File: config.mk
export PLATFORM = sky130hd
export DESIGN_NAME = terminal_key_sequence_decoder
export DESIGN_NICKNAME = d
export VERILOG_FILES = /design/src/rtl/tksd_pkg.sv /design/src/rtl/tksd_fsm.sv /design/src/rtl/tksd_out_buf.sv /design/src/rtl/terminal_key_sequence_decoder.sv
export SDC_FILE = /design/constraint.sdc
export NUM_CORES = 1
export LEC_CHECK = 0
export BUFFER_PORTS_ARGS = -buffer_cell sky130_fd_sc_hd__buf_2
export CELL_PAD_IN_SITES_DETAIL_PLACEMENT = 1
export CELL_PAD_IN_SITES_GLOBAL_PLACEMENT = 1
export CORE_UTILIZATION = 40
export DETAILED_ROUTE_END_ITERATION = 12
export PLACE_DENSITY = 0.83
export RECOVER_POWER = 50
export SLEW_MARGIN = 20
export SYNTH_ARGS = -nofsm -noshare
export SYNTH_HDL_FRONTEND = slang
export SYNTH_SLANG_ARGS = --single-unit
File: constraint.sdc
create_clock -name i_clk -period 4.7 [get_ports i_clk]
set_input_delay 0.47 -clock i_clk [delete_from_list [all_inputs] [get_ports i_clk]]
set_output_delay 0.47 -clock i_clk [all_outputs]
set_load 0.005 [all_outputs]
File: src/rtl/tksd_pkg.sv
// Shared types and constants for the terminal key sequence decoder.
// No dependencies; imported by every module of the block.
`timescale 1ns / 1ps

package tksd_pkg;

    localparam int unsigned BYTE_W    = 8;
    localparam int unsigned KEY_W     = 4;
    localparam int unsigned CHAR_W    = 7;
    localparam int unsigned TICK_W    = 10;
    localparam int unsigned IN_DATA_W = 8;
    localparam int unsigned OUT_DATA_W = 16;

    localparam logic [TICK_W-1:0] TIMEOUT_RESET = TICK_W'(10);
    localparam logic [TICK_W-1:0] TICK_MAX      = '1;

    localparam logic [BYTE_W-1:0] B_BS    = 8'd8;
    localparam logic [BYTE_W-1:0] B_TAB   = 8'd9;
    localparam logic [BYTE_W-1:0] B_LF    = 8'd10;
    localparam logic [BYTE_W-1:0] B_CR    = 8'd13;
    localparam logic [BYTE_W-1:0] B_ESC   = 8'd27;
    localparam logic [BYTE_W-1:0] B_SPACE = 8'd32;
    localparam logic [BYTE_W-1:0] B_TILDE = 8'd126;
    localparam logic [BYTE_W-1:0] B_DEL   = 8'd127;
    localparam logic [BYTE_W-1:0] B_LBRK  = 8'h5B;
    localparam logic [BYTE_W-1:0] B_O     = 8'h4F;
    localparam logic [BYTE_W-1:0] B_A     = 8'h41;
    localparam logic [BYTE_W-1:0] B_B     = 8'h42;
    localparam logic [BYTE_W-1:0] B_C     = 8'h43;
    localparam logic [BYTE_W-1:0] B_D     = 8'h44;
    localparam logic [BYTE_W-1:0] B_H     = 8'h48;
    localparam logic [BYTE_W-1:0] B_F     = 8'h46;
    localparam logic [BYTE_W-1:0] B_5     = 8'h35;
    localparam logic [BYTE_W-1:0] B_6     = 8'h36;
    localparam logic [BYTE_W-1:0] B_3     = 8'h33;

    typedef enum logic [KEY_W-1:0] {
        K_NORMAL    = 4'd0,
        K_ENTER     = 4'd1,
        K_SPACE     = 4'd2,
        K_TAB       = 4'd3,
        K_BACKSPACE = 4'd4,
        K_ESCAPE    = 4'd5,
        K_UP        = 4'd6,
        K_DOWN      = 4'd7,
        K_RIGHT     = 4'd8,
        K_LEFT      = 4'd9,
        K_HOME      = 4'd10,
        K_END       = 4'd11,
        K_PGUP      = 4'd12,
        K_PGDN      = 4'd13,
        K_DELETE    = 4'd14,
        K_UNKNOWN   = 4'd15
    } t_key;

    typedef struct packed {
        t_key              key;
        logic [CHAR_W-1:0] ch;
    } t_result;

    typedef struct packed {
        logic    valid;
        t_result res;
    } t_result_word;

endpackage

File: src/rtl/tksd_fsm.sv
// Sequence state machine: decodes one input word per accepted cycle into at most one key word.
// Depends on tksd_pkg.
`timescale 1ns / 1ps

module tksd_fsm (
    input  logic                          i_clk,
    input  logic                          i_rst_n,
    input  logic                          i_accept,
    input  logic                          i_kind,
    input  logic [tksd_pkg::BYTE_W-1:0]   i_byte,
    input  logic [tksd_pkg::TICK_W-1:0]   i_timeout,
    output tksd_pkg::t_result_word        o_word
);
    import tksd_pkg::*;

    typedef enum logic [1:0] {
        PH_IDLE  = 2'd0,
        PH_ESC   = 2'd1,
        PH_CSI   = 2'd2,
        PH_TRAIL = 2'd3
    } t_phase;

    t_phase            r_phase, n_phase;
    logic [TICK_W-1:0] r_tick_count, n_tick_count;
    t_key              r_pending, n_pending;
    logic [TICK_W-1:0] tick_inc;
    t_result_word      word;

    function automatic t_result decode_single(input logic [BYTE_W-1:0] b);
        t_result r;
        r.ch = '0;
        if (b == B_LF || b == B_CR) begin
            r.key = K_ENTER;
        end else if (b == B_SPACE) begin
            r.key = K_SPACE;
        end else if (b == B_TAB) begin
            r.key = K_TAB;
        end else if (b == B_BS || b == B_DEL) begin
            r.key = K_BACKSPACE;
        end else if (b > B_SPACE && b <= B_TILDE) begin
            r.key = K_NORMAL;
            r.ch  = b[CHAR_W-1:0];
        end else begin
            r.key = K_UNKNOWN;
        end
        return r;
    endfunction

    assign tick_inc = (r_tick_count == TICK_MAX) ? r_tick_count : r_tick_count + TICK_W'(1);

    always_comb begin
        n_phase      = r_phase;
        n_tick_count = r_tick_count;
        n_pending    = r_pending;
        word.valid   = 1'b0;
        word.res.key = K_UNKNOWN;
        word.res.ch  = '0;
        if (i_kind) begin
            if (r_phase == PH_ESC) begin
                if (tick_inc >= i_timeout) begin
                    n_phase      = PH_IDLE;
                    n_tick_count = '0;
                    word.valid   = 1'b1;
                    word.res.key = K_ESCAPE;
                end else begin
                    n_tick_count = tick_inc;
                end
            end
        end else begin
            case (r_phase)
                PH_IDLE: begin
                    if (i_byte == B_ESC) begin
                        n_phase      = PH_ESC;
                        n_tick_count = '0;
                    end else begin
                        word.valid = 1'b1;
                        word.res   = decode_single(i_byte);
                    end
                end
                PH_ESC: begin
                    n_tick_count = '0;
                    if (i_byte == B_ESC) begin
                        n_phase      = PH_IDLE;
                        word.valid   = 1'b1;
                        word.res.key = K_ESCAPE;
                    end else if (i_byte == B_LBRK || i_byte == B_O) begin
                        n_phase = PH_CSI;
                    end else begin
                        n_phase    = PH_IDLE;
                        word.valid = 1'b1;
                    end
                end
                PH_CSI: begin
                    n_phase    = PH_IDLE;
                    word.valid = 1'b1;
                    case (i_byte)
                        B_A: word.res.key = K_UP;
                        B_B: word.res.key = K_DOWN;
                        B_C: word.res.key = K_RIGHT;
                        B_D: word.res.key = K_LEFT;
                        B_H: word.res.key = K_HOME;
                        B_F: word.res.key = K_END;
                        B_5: begin
                            n_pending  = K_PGUP;
                            n_phase    = PH_TRAIL;
                            word.valid = 1'b0;
                        end
                        B_6: begin
                            n_pending  = K_PGDN;
                            n_phase    = PH_TRAIL;
                            word.valid = 1'b0;
                        end
                        B_3: begin
                            n_pending  = K_DELETE;
                            n_phase    = PH_TRAIL;
                            word.valid = 1'b0;
                        end
                        default: word.res.key = K_UNKNOWN;
                    endcase
                end
                default: begin
                    n_phase      = PH_IDLE;
                    word.valid   = 1'b1;
                    word.res.key = r_pending;
                end
            endcase
        end
    end

    assign o_word.valid = word.valid & i_accept;
    assign o_word.res   = word.res;

    always_ff @(posedge i_clk) begin
        if (!i_rst_n) begin
            r_phase      <= PH_IDLE;
            r_tick_count <= '0;
            r_pending    <= K_NORMAL;
        end else if (i_accept) begin
            r_phase      <= n_phase;
            r_tick_count <= n_tick_count;
            r_pending    <= n_pending;
        end
    end

endmodule

File: src/rtl/tksd_out_buf.sv
// Output register with a skid stage so the decoder accepts while a key word waits.
// Depends on tksd_pkg.
`timescale 1ns / 1ps

module tksd_out_buf (
    input  logic                   i_clk,
    input  logic                   i_rst_n,
    input  tksd_pkg::t_result_word i_word,
    input  logic                   i_ready,
    output logic                   o_full,
    output logic                   o_valid,
    output tksd_pkg::t_result      o_res
);
    import tksd_pkg::*;

    logic    r_out_valid, r_skid_valid;
    t_result r_out, r_skid;
    logic    pop;

    assign pop     = r_out_valid & i_ready;
    assign o_full  = r_skid_valid;
    assign o_valid = r_out_valid;
    assign o_res   = r_out;

    always_ff @(posedge i_clk) begin
        if (!i_rst_n) begin
            r_out_valid  <= 1'b0;
            r_skid_valid <= 1'b0;
        end else if (r_skid_valid) begin
            if (pop) begin
                r_skid_valid <= 1'b0;
            end
        end else if (i_word.valid) begin
            if (!r_out_valid || pop) begin
                r_out_valid <= 1'b1;
            end else begin
                r_skid_valid <= 1'b1;
            end
        end else if (pop) begin
            r_out_valid <= 1'b0;
        end
    end

    always_ff @(posedge i_clk) begin
        if (r_skid_valid) begin
            if (pop) begin
                r_out <= r_skid;
            end
        end else if (i_word.valid) begin
            if (!r_out_valid || pop) begin
                r_out <= i_word.res;
            end else begin
                r_skid <= i_word.res;
            end
        end
    end

endmodule

File: src/rtl/terminal_key_sequence_decoder.sv
// Terminal key sequence decoder, top level.
// Depends on tksd_pkg, tksd_fsm and tksd_out_buf.
//
// Takes one word per cycle while input ready is high: a received byte (tuser 0)
// or a one millisecond tick (tuser 1), and emits at most one key word per
// input word. Decoding is combinational from the sequence state and the input
// word, so the key word lands in the output register at the accepting edge,
// or in the skid register when the output register still holds an unsent
// word. A two-deep output stage (register plus skid) keeps input ready high
// while a single key word waits; ready drops only when both hold words.
// The escape timeout register is written through the cfg channel, always
// ready, and should only be written while the decoder is idle.
`timescale 1ns / 1ps

module terminal_key_sequence_decoder (
    input  logic                             i_clk,
    input  logic                             i_rst_n,
    input  logic                             i_cfg_valid,
    output logic                             o_cfg_ready,
    input  logic [tksd_pkg::TICK_W-1:0]      i_cfg_data,     // escape_timeout_ticks
    input  logic                             s_axis_tvalid,
    output logic                             s_axis_tready,
    input  logic [tksd_pkg::IN_DATA_W-1:0]   s_axis_tdata,   // [7:0] byte_value
    input  logic [0:0]                       s_axis_tuser,   // [0] kind
    output logic                             m_axis_tvalid,
    input  logic                             m_axis_tready,
    output logic [tksd_pkg::OUT_DATA_W-1:0]  m_axis_tdata    // [3:0] key_code, [10:4] char_value
);
    import tksd_pkg::*;

    logic [TICK_W-1:0] r_timeout;
    logic              accept;
    logic              full;
    t_result_word      word;
    t_result           res;

    assign o_cfg_ready   = 1'b1;
    assign s_axis_tready = ~full;
    assign accept        = s_axis_tvalid & s_axis_tready;

    always_ff @(posedge i_clk) begin
        if (!i_rst_n) begin
            r_timeout <= TIMEOUT_RESET;
        end else if (i_cfg_valid) begin
            r_timeout <= i_cfg_data;
        end
    end

    tksd_fsm u_fsm (
        .i_clk     (i_clk),
        .i_rst_n   (i_rst_n),
        .i_accept  (accept),
        .i_kind    (s_axis_tuser[0]),
        .i_byte    (s_axis_tdata),
        .i_timeout (r_timeout),
        .o_word    (word)
    );

    tksd_out_buf u_out_buf (
        .i_clk   (i_clk),
        .i_rst_n (i_rst_n),
        .i_word  (word),
        .i_ready (m_axis_tready),
        .o_full  (full),
        .o_valid (m_axis_tvalid),
        .o_res   (res)
    );

    assign m_axis_tdata = {{(OUT_DATA_W - KEY_W - CHAR_W){1'b0}}, res.ch, res.key};

    a_skid_implies_out: assert property (@(posedge i_clk) disable iff (!i_rst_n)
        !s_axis_tready |-> m_axis_tvalid)
        else $error("skid stage holds a word while the output register is empty");

    a_char_only_normal: assert property (@(posedge i_clk) disable iff (!i_rst_n)
        (m_axis_tvalid && m_axis_tdata[KEY_W-1:0] != K_NORMAL)
            |-> m_axis_tdata[KEY_W+CHAR_W-1:KEY_W] == '0)
        else $error("non-normal key carries a character");

    a_no_push_when_full: assert property (@(posedge i_clk) disable iff (!i_rst_n)
        !s_axis_tready |-> !word.valid)
        else $error("key word produced while the output stage is full");

endmodule
Word level (Yosys, flattened, before mapping)

Cells that the tools add are included.

Add/sub/neg operators: 1
Multipliers: 0
Divide/modulo/power cells: 0
Magnitude comparators: 3
Eq/ne operators: 26
Shift-type cells: 0
Multiplexer cells: 48
Bitwise gates (word level): 6
Reduce and logical (&&, ||, !) cells: 19

Operator list:

| cell                                                           | number |
|---|---|
| == test 8 x 7 -> 1 bit (second input constant)                 | 9 |
| 2-to-1 mux 10 bit                                              | 5 |
| 2-to-1 mux 7 bit                                               | 7 |
| 2-to-1 mux 11 bit                                              | 4 |
| == test 8 x 4 -> 1 bit (second input constant)                 | 4 |
| == test 8 x 6 -> 1 bit (second input constant)                 | 4 |
| 2-to-1 mux 4 bit                                               | 6 |
| one-hot mux 4 bit (6 select lines)                             | 1 |
| one-hot mux 10 bit (2 select lines)                            | 1 |
| 2-to-1 mux 5 bit                                               | 3 |
| one-hot mux 5 bit (3 select lines)                             | 1 |
| 2-to-1 mux 2 bit                                               | 7 |
| 2-to-1 mux 12 bit                                              | 1 |
| one-hot mux 4 bit (3 select lines)                             | 1 |
| AND reduction 4 bit                                            | 3 |
| adder 10 x 1 -> 10 bit (second input constant)                 | 1 |
| == test 10 bit (second input constant)                         | 1 |
| >= comparator 10 bit                                           | 1 |
| 2-to-1 mux 1 bit                                               | 10 |
| AND reduction 3 bit                                            | 3 |
| == test 8 x 5 -> 1 bit (second input constant)                 | 1 |
| greater-than comparator 8 x 6 -> 1 bit (second input constant) | 1 |
| <= comparator 8 x 7 -> 1 bit (second input constant)           | 1 |
| nonzero test 2 bit                                             | 4 |
| other kinds (14)                                               | 23 |

Flip-flop bits (word level): 50
Latch bits: 0
Bits in writable memories: 0
ROM bits: 0
Input port bits: 24
Output and inout port bits: 19
Word-level logic and storage cells: 113
Memories: 0

Logic depth before layout (Yosys ltp)

Gate-level depths: netlist of the first run.

Word-level depth: 13
Depth in mapped cells: 16
Gate-level depth less buffers: 13

Modules after synthesis

From an unflattened synthesis of the first run, not the netlist that was laid out.

Cells, all modules: 322
Area, all modules: 3,110.5 µm²

By module, submodules not included:

| module                        | instances | cells an instance | area an instance (µm²) | seq. area each (µm²) |
|---|---|---|---|---|
| tksd_fsm                      | 1         | 233               | 1,727.9                | 300.3 |
| tksd_out_buf                  | 1         | 48                | 950.9                  | 700.7 |
| terminal_key_sequence_decoder | 1         | 41                | 431.7                  | 200.2 |

Worst setup path after synthesis of the first run

OpenSTA, ideal clock, no wires.

Kind: reg-to-reg
From: reg u_fsm.r_tick_count[0]
To: reg u_out_buf.r_skid[0] (netlist name) (enable)
Setup time: 396 ps
Arrival time: 3,460 ps
Required time: 4,304 ps
Setup slack: 844 ps
Cell stages (with the launch flop): 15
Buffers on the path: 3
Clock period less this slack: 3,856 ps
Cell sequence: dfxtp_1 ha_1 nand2_1 or3_1 clkbuf_1 mux2i_1 inv_1 ha_1 a31oi_1 o21ai_0 a2111o_1 buf_2 buf_2 nand3_1 nor3b_1

Word-level cells in the longest chain between the ends: 8
Elaborated cells on any way between the ends: 9
Classes of those cells: add/sub: 1; order compare: 1; eq/ne: 1; mux: 4; bitwise: 1; reduce/logical: 1

Ends and longest elaborated chain:

| what                                                     | line               | text |
|---|---|---|
| from (decl)                                              | tksd_fsm.sv:24     | `logic [TICK_W-1:0] r_tick_count, n_tick_count;` |
| from (signal assigned)                                   | tksd_fsm.sv:140    | `r_tick_count <= n_tick_count;` |
| adder 10 x 1 -> 10 bit or == test 10 bit (tied branches) | tksd_fsm.sv:49     | `assign tick_inc = (r_tick_count == TICK_MAX) ? r_tick_count : r_tick_count + TICK_W'(1);` |
| 2-to-1 mux 10 bit (*)                                    | tksd_fsm.sv:49     |  |
| >= comparator 10 bit (*)                                 | tksd_fsm.sv:60     | `if (tick_inc >= i_timeout) begin` |
| 2-to-1 mux 5 bit (*)                                     | tksd_fsm.sv:60     |  |
| 2-to-1 mux 5 bit (*)                                     | tksd_fsm.sv:59     | `if (r_phase == PH_ESC) begin` |
| 2-to-1 mux 5 bit (*)                                     | tksd_fsm.sv:58     | `if (i_kind) begin` |
| AND 1 bit (*)                                            | tksd_fsm.sv:130    | `assign o_word.valid = word.valid & i_accept;` |
| AND reduction 3 bit (no source line) (*)                 | n/a                |  |
| to (signal assigned)                                     | tksd_out_buf.sv:53 | `r_skid <= i_word.res;` |
| to (decl)                                                | tksd_out_buf.sv:17 | `t_result r_out, r_skid;` |

Mark *: on every way between the ends. The rest lies on a longest branch, timed or not.
A chain may end at the register's enable or synchronous reset.

Worst setup path after layout of the first run

From: reg u_fsm.r_tick_count[0]
To: reg u_out_buf.r_out (netlist bit u_out_buf.o_res[1]) (enable)

Word-level cells in the longest chain between the ends: 9
Elaborated cells on any way between the ends: 10
Classes of those cells: add/sub: 1; order compare: 1; eq/ne: 1; mux: 4; bitwise: 1; reduce/logical: 2

Ends and longest elaborated chain:

| what                                                     | line               | text |
|---|---|---|
| adder 10 x 1 -> 10 bit or == test 10 bit (tied branches) | tksd_fsm.sv:49     |  |
| 2-to-1 mux 10 bit (*)                                    | tksd_fsm.sv:49     |  |
| >= comparator 10 bit (*)                                 | tksd_fsm.sv:60     |  |
| 2-to-1 mux 5 bit (*)                                     | tksd_fsm.sv:60     |  |
| 2-to-1 mux 5 bit (*)                                     | tksd_fsm.sv:59     |  |
| 2-to-1 mux 5 bit (*)                                     | tksd_fsm.sv:58     |  |
| AND 1 bit (*)                                            | tksd_fsm.sv:130    |  |
| nonzero test 2 bit (no source line) (*)                  | n/a                |  |
| AND reduction 3 bit (no source line) (*)                 | n/a                |  |
| to (signal assigned)                                     | tksd_out_buf.sv:47 | `r_out <= r_skid;` |
| to (signal assigned)                                     | tksd_out_buf.sv:51 | `r_out <= i_word.res;` |
| to (decl)                                                | tksd_out_buf.sv:17 |  |

Marks and branches as above.

==> results of run 1 <==
worst max path at each step:
stage / from / to / slack (ps) / depth (start not counted)
CTS: u_fsm.r_tick_count[0]$_SDFFE_PN0P_ / u_out_buf.o_res[1]$_DFFE_PP_ / 920 / 12
global route: u_fsm.r_tick_count[0]$_SDFFE_PN0P_ / u_out_buf.o_res[4]$_DFFE_PP_ / 550 / 12
finish: u_fsm.r_tick_count[0]$_SDFFE_PN0P_ / u_out_buf.o_res[1]$_DFFE_PP_ / 970 / 12
floorplan: u_fsm.r_tick_count[0]$_SDFFE_PN0P_ / u_out_buf.r_skid[0]$_DFFE_PP_ / 840 / 14
global placement: u_fsm.r_tick_count[0]$_SDFFE_PN0P_ / u_out_buf.o_res[4]$_DFFE_PP_ / 1130 / 12
detailed placement: u_fsm.r_tick_count[0]$_SDFFE_PN0P_ / u_out_buf.o_res[1]$_DFFE_PP_ / 970 / 12
per-stage QoR:
stage | power, uW | util | hold slack (ps)
after global routing | 857 | 0.460 | 397
after CTS | 834 | 0.464 | 363
after detailed placement | 566 | 0.451 | 485
final | 828 | 0.460 | 368
after global placement | 562 | 0.451 | 472
after floorplan | 539 | - | 456
worst max-delay path: cells and delay by family, from the launching register on:
family | cells | cell delay (ps)
AOI/OAI and AO/OA | 3 | 1140
and+or+nand+nor | 5 | 920
adders and majority gates | 2 | 550
DFF | 1 | 470
xor gates and xnor gates | 1 | 210
buffers and inverters | 1 | 70
Yosys cell counts, types with 7 or more instances:
master and n:
nor2_1 16, mux2_2 11, mux2i_1 13, o21ai_0 12, nor4_1 9, inv_1 26, nand2_1 33, ha_1 11
nor2b_1 13, buf_2 8, edfxtp_1 22, clkbuf_1 10, nand3_1 10, and2_1 17, o31ai_1 7, nor3_1 8
buf_4 7, a21oi_1 9, dfxtp_1 27
registers in the layout, indices dropped and copies added (netlist names):
name and flops:
u_out_buf.o_valid 1, u_fsm.r_pending 3, u_fsm.r_phase 2, u_out_buf.o_full 1
u_fsm.r_tick_count 10, r_timeout 10, u_out_buf.r_skid 11, u_out_buf.o_res 11
area by class of cell:
type | count | area share
Clock buffer | 5 | 0.0202
Inverter | 26 | 0.0286
Timing Repair Buffer | 39 | 0.0569
Multi-Input combinational cell | 250 | 0.498
Tap cell | 99 | 0.0363
Clock inverter | 3 | 0.00771
Sequential cell | 49 | 0.352
cells by family after synthesis:
kind of cell             share of synthesized area
multiplexers                                0.0808
adder cells (fa/ha/maj)                     0.0438
flip-flops                                   0.382
other                                      0.00239
XOR/XNOR                                    0.0111
AND/OR/NAND/NOR                              0.240
buffers and inverters                       0.0772
AO/OA/AOI/OAI                                0.162
power by group:
part / total (uW) / switching (uW) / internal, uW
logic: 97.1 / 57.6 / 39.5
registers: 458 / 4.84 / 453
clock network: 273 / 164 / 109
metal layers:
layer / GRT usage / routed length (um) / vias up
met4: 0.0403 / 68 / 0
met5: 0 / 0 / -
li1: - / - / 1281
met2: 0.309 / 3520 / 47
met1: 0.249 / 3480 / 1244
met3: 0.0278 / 240 / 6
==> out/qor.yml, run 1 <==
status: "finished, final reports clean"
dp_hpwl_mm: 5.35
numPlacedInstances: 463
grt_pass1_vias: 2556
h-tree-depth: 2
worstMarginPinSlew_ps: 919
leakagePower_uw: 0.00135
setup.worst_path.start_class: "register"
drt_iter0_drc: 188
synth_edf_count: 22
drive_gt1_frac: 0.161
max_freq_mhz: 268
slowest_delay_ps: 750
period_share: 0.794
synthFlopType: "dfxtp_1"
core_mm2: 0.00741
synthArstFlopShare: 0
drt_pass1_iterations: 4
grt_max_degree: 31
antenna_left: 0
vias: 2578
grt_usage: 0.184
setup_viol: 0
drv_cap: 0
r2r-start: "u_fsm.r_tick_count[0]$_SDFFE_PN0P_"
path_clk_slew_ps: 100
stdcell_count: 471
multi_input_area_mm2: 0.00170
gp_congestion: 0.832
die_x_um: 90.6
fp-row-count: 31
clk_path_buf_depth: 2
wire_per_inst_um: 15.5
ys.warnings.count: 0
fillCellCount: 871
grt_first_pass_wirelength_mm: 12.4
cpMaxStageDelayCell: "a21oi_1"
io-pin-count: 43
min_from: "i_cfg_data[3]"
cts_root_buf: "clkbuf_8"
ys_top_cells_by_area: "edfxtp_1 (21%), dfxtp_1 (17%), ha_1 (4.4%)"
mostFrequentLayoutCells: "nand2_1 (33), buf_2 (29), dfxtp_1 (27)"
maxSlewHeadroom: 0.388
post_cts_resized: 0
worstSkewPairLatency_ps: 320
ys_seq_area_frac: 0.382
stdcell_area_mm2: 0.00341
port_buffers: 36
period_needed_ps: 3730
min_to: "r_timeout[3]$_SDFFE_PN1P_"
worstPathMaxFanout: 11
avgViaCountPerCell: 5.47
cts_sinks: 49
cts_made_buffers: 5
syn_area_per_cell_um2: 9.03
skew_ps: 13.3
vdd_ir_drop_max_mv: 0.100
placed_area_mm2: 0.00334
grt_antenna_before_repair: 0
yosysTopAreaCellShare: 0.210
synthesis.area_mm2: 0.00314
required_ps: 4640
start_util: 0.424
synthToLayoutAreaGrowth_pct: 8.44
setup_ws_ps: 968
cts_tree: "yes"
final_common_cell: "nand2_1"
yosysTopAreaCell: "edfxtp_1"
post-route-drc-count: 0
crit_type: "register to register"
die_area_mm2: 0.00822
hold_viol: 0
syn_inst: 348
r2r_end: "u_out_buf.o_res[1]$_DFFE_PP_"
r2r.worst_path.cells: 12
postCtsHoldBufs: 0
diodes: 0
synth.distinct_cells: 66
area.sequential_mm2: 0.00120
grt_setup_unrepaired: "false"
critical_path.cell_chain: "ha_1, nand2_1, nor3_1, nor3b_1, xnor2_1, inv_1, ha_1, nand3_1, o21ai_0, a2111o_1, nand3_1, a21oi_1"
grt-ovfl-total: 0
power_density_mw_per_mm2: 243
min_delay_path_depth: 3
fin_nets: 406
die_y_um: 90.6
tns_ps: 0
hp-class: "input port to register"
post_cts_buffers: 0
synth_seq_cells: 49
preCtsSetupSlack_ps: 971
cp_data_arrival_time_ps: 3680
r2r_slack_ps: 970
routed_wl_mm: 7.30
maxSlewViolCount: 0
endpoint_kind: "register"
Note: power is estimated with default switching activity, not from simulation.
==> run 2, diff against run 1 <==
==> constraint.sdc (replaced) <==
create_clock -name i_clk -period 3.7 [get_ports i_clk]
set_input_delay 0.37 -clock i_clk [delete_from_list [all_inputs] [get_ports i_clk]]
set_output_delay 0.37 -clock i_clk [all_outputs]
set_load 0.005 [all_outputs]
==> run 2 against run 1 <==
Effect of this change: combinational power grew 30%; clock power grew 17%; critical path depth is the same; wire length grew 0.58%; die area is the same; largest cell class unchanged; highest routed layer unchanged.
==> out/qor.yml, run 2 (synthesized netlist as in run 1, its figures left out) <==
fin_nets: 410  # +0.99%
grt_antenna_before_repair: 0  # unchanged
grt_setup_unrepaired: "false"
maxSlewHeadroom: 0.177  # -0.211
period_needed_ps: 3390  # -344 ps
core_mm2: 0.00741  # unchanged
drive_gt1_frac: 0.186  # +0.0249
post-route-drc-count: 0  # unchanged
setup_viol: 0  # unchanged
maxSlewViolCount: 0  # unchanged
start_util: 0.424  # unchanged
max_freq_mhz: 295  # +10%
grt_max_degree: 31  # unchanged
vias: 2615  # +1.4%
grt_first_pass_wirelength_mm: 12.4  # +0.23%
die_y_um: 90.6  # unchanged
h-tree-depth: 2  # unchanged
drt_iter0_drc: 179  # -4.8%
setup.worst_path.start_class: "register"
path_clk_slew_ps: 100  # about the same
period_share: 0.916  # +0.122
area.sequential_mm2: 0.00120  # unchanged
worstSkewPairLatency_ps: 310  # about the same
tns_ps: 0  # unchanged
power_density_mw_per_mm2: 297  # +22%
status: "finished, final reports clean"
wire_per_inst_um: 15.5  # -0.27%
die_x_um: 90.6  # unchanged
worstMarginPinSlew_ps: 1240  # +317 ps
cts_tree: "yes"
cts_root_buf: "clkbuf_8"
final_common_cell: "nand2_1"
cts_sinks: 49  # unchanged
required_ps: 3650  # -990 ps
cts_made_buffers: 5  # unchanged
diodes: 0  # unchanged
skew_ps: 11.1  # -2.17 ps
routed_wl_mm: 7.34  # +0.58%
die_area_mm2: 0.00822  # unchanged
post_cts_resized: 0  # unchanged
grt_pass1_vias: 2572  # +0.63%
leakagePower_uw: 0.00138  # +2.5%
fin_total_pwr_uw: 1030  # +24%
cp_data_arrival_time_ps: 3330  # -350 ps
synthToLayoutAreaGrowth_pct: 10.3
crit_type: "register to register"
drt_pass1_iterations: 4  # unchanged
vdd_ir_drop_max_mv: 0.149  # +49%
clk_path_buf_depth: 2  # unchanged
hold_viol: 0  # unchanged
placed_area_mm2: 0.00337  # +1.0%
grt-ovfl-total: 0  # unchanged
io-pin-count: 43  # unchanged
dp_hpwl_mm: 5.41  # +1.2%
mostFrequentLayoutCells: "nand2_1 (33), buf_2 (31), dfxtp_1 (27)"
post_cts_buffers: 0  # unchanged
drv_cap: 0  # unchanged
stdcell_area_mm2: 0.00347  # +1.7%
port_buffers: 36  # unchanged
avgViaCountPerCell: 5.51  # +0.58%
gp_congestion: 0.828  # -0.49%
fillCellCount: 881  # +1.1%
fp-row-count: 31  # unchanged
hp-class: "input port to register"
postCtsHoldBufs: 0  # unchanged
multi_input_area_mm2: 0.00173  # +1.9%
endpoint_kind: "register"
worstPathMaxFanout: 11  # unchanged
antenna_left: 0  # unchanged
grt_usage: 0.186  # +0.00145
[run 2: changes by cell type in the layout (fill, tap and decap cells not counted), moves of 2 or more]
cell	before	now
and2_0	9	7
and2_1	8	10
buf_2	29	31
buf_4	3	7
[run 2: power breakdown]
part / leakage [uW] / switching [uW] / internal (uW)
clock: 0.0000374 / 187 / 134
combinational: 0.000911 / 74.9 / 51.4
sequential: 0.000436 / 5.87 / 576
total: 0.00138 / 267 / 761
[run 2: through the flow]
| step | cells | utilization | hold slack, ps | worst slack [ps] |
|---|---|---|---|---|
| finish | 475 | 0.468 | 274 | 312 |
| global route | 475 | 0.468 | 291 | 29.4 |
| CTS | 475 | 0.467 | 268 | 55.8 |
| detailed placement | 467 | 0.455 | 483 | 130 |
| global placement | 467 | 0.455 | 473 | 306 |
| floorplan | 352 | - | 456 | 138 |
[run 2: final cells by class]
type	instances	area share
clock buffers	6	0.0209
clock inverters	2	0.00433
inverters	26	0.0282
multi-input cells	250	0.499
flip-flops and latches	49	0.347
well taps	99	0.0357
repair buffers	43	0.0653
[run 2: critical path, stage by stage (launching register included)]
cell and delay, ps:
dfxtp_1 430, ha_1 200, nand2_1 140, or3_4 450
mux2i_1 210, inv_1 70, ha_1 270, a31oi_1 70
o21ai_0 170, a2111o_1 200, nand3_1 140, buf_4 190
nor3b_4 490
[run 2: worst paths after layout]
kind,cells past startpoint,endpoint,slack [ps],startpoint
worst min register to register,2,u_fsm.r_pending[2]$_SDFFE_PN0P_,500,u_fsm.r_pending[2]$_SDFFE_PN0P_
worst min-delay path,3,r_timeout[3]$_SDFFE_PN1P_,270,i_cfg_data[3]
worst max-delay path,12,u_out_buf.r_skid[3]$_DFFE_PP_,310,u_fsm.r_tick_count[1]$_SDFFE_PN0P_
worst max register to register,12,u_out_buf.r_skid[3]$_DFFE_PP_,310,u_fsm.r_tick_count[1]$_SDFFE_PN0P_
[run 2: metal layers]
| metal | track usage | wire (um) | vias to the layer above |
|---|---|---|---|
| met5 | 0 | 0 | - |
| met4 | 0.0470 | 78 | 0 |
| met3 | 0.0261 | 245 | 8 |
| met2 | 0.317 | 3590 | 49 |
| met1 | 0.246 | 3430 | 1262 |
| li1 | - | - | 1296 |
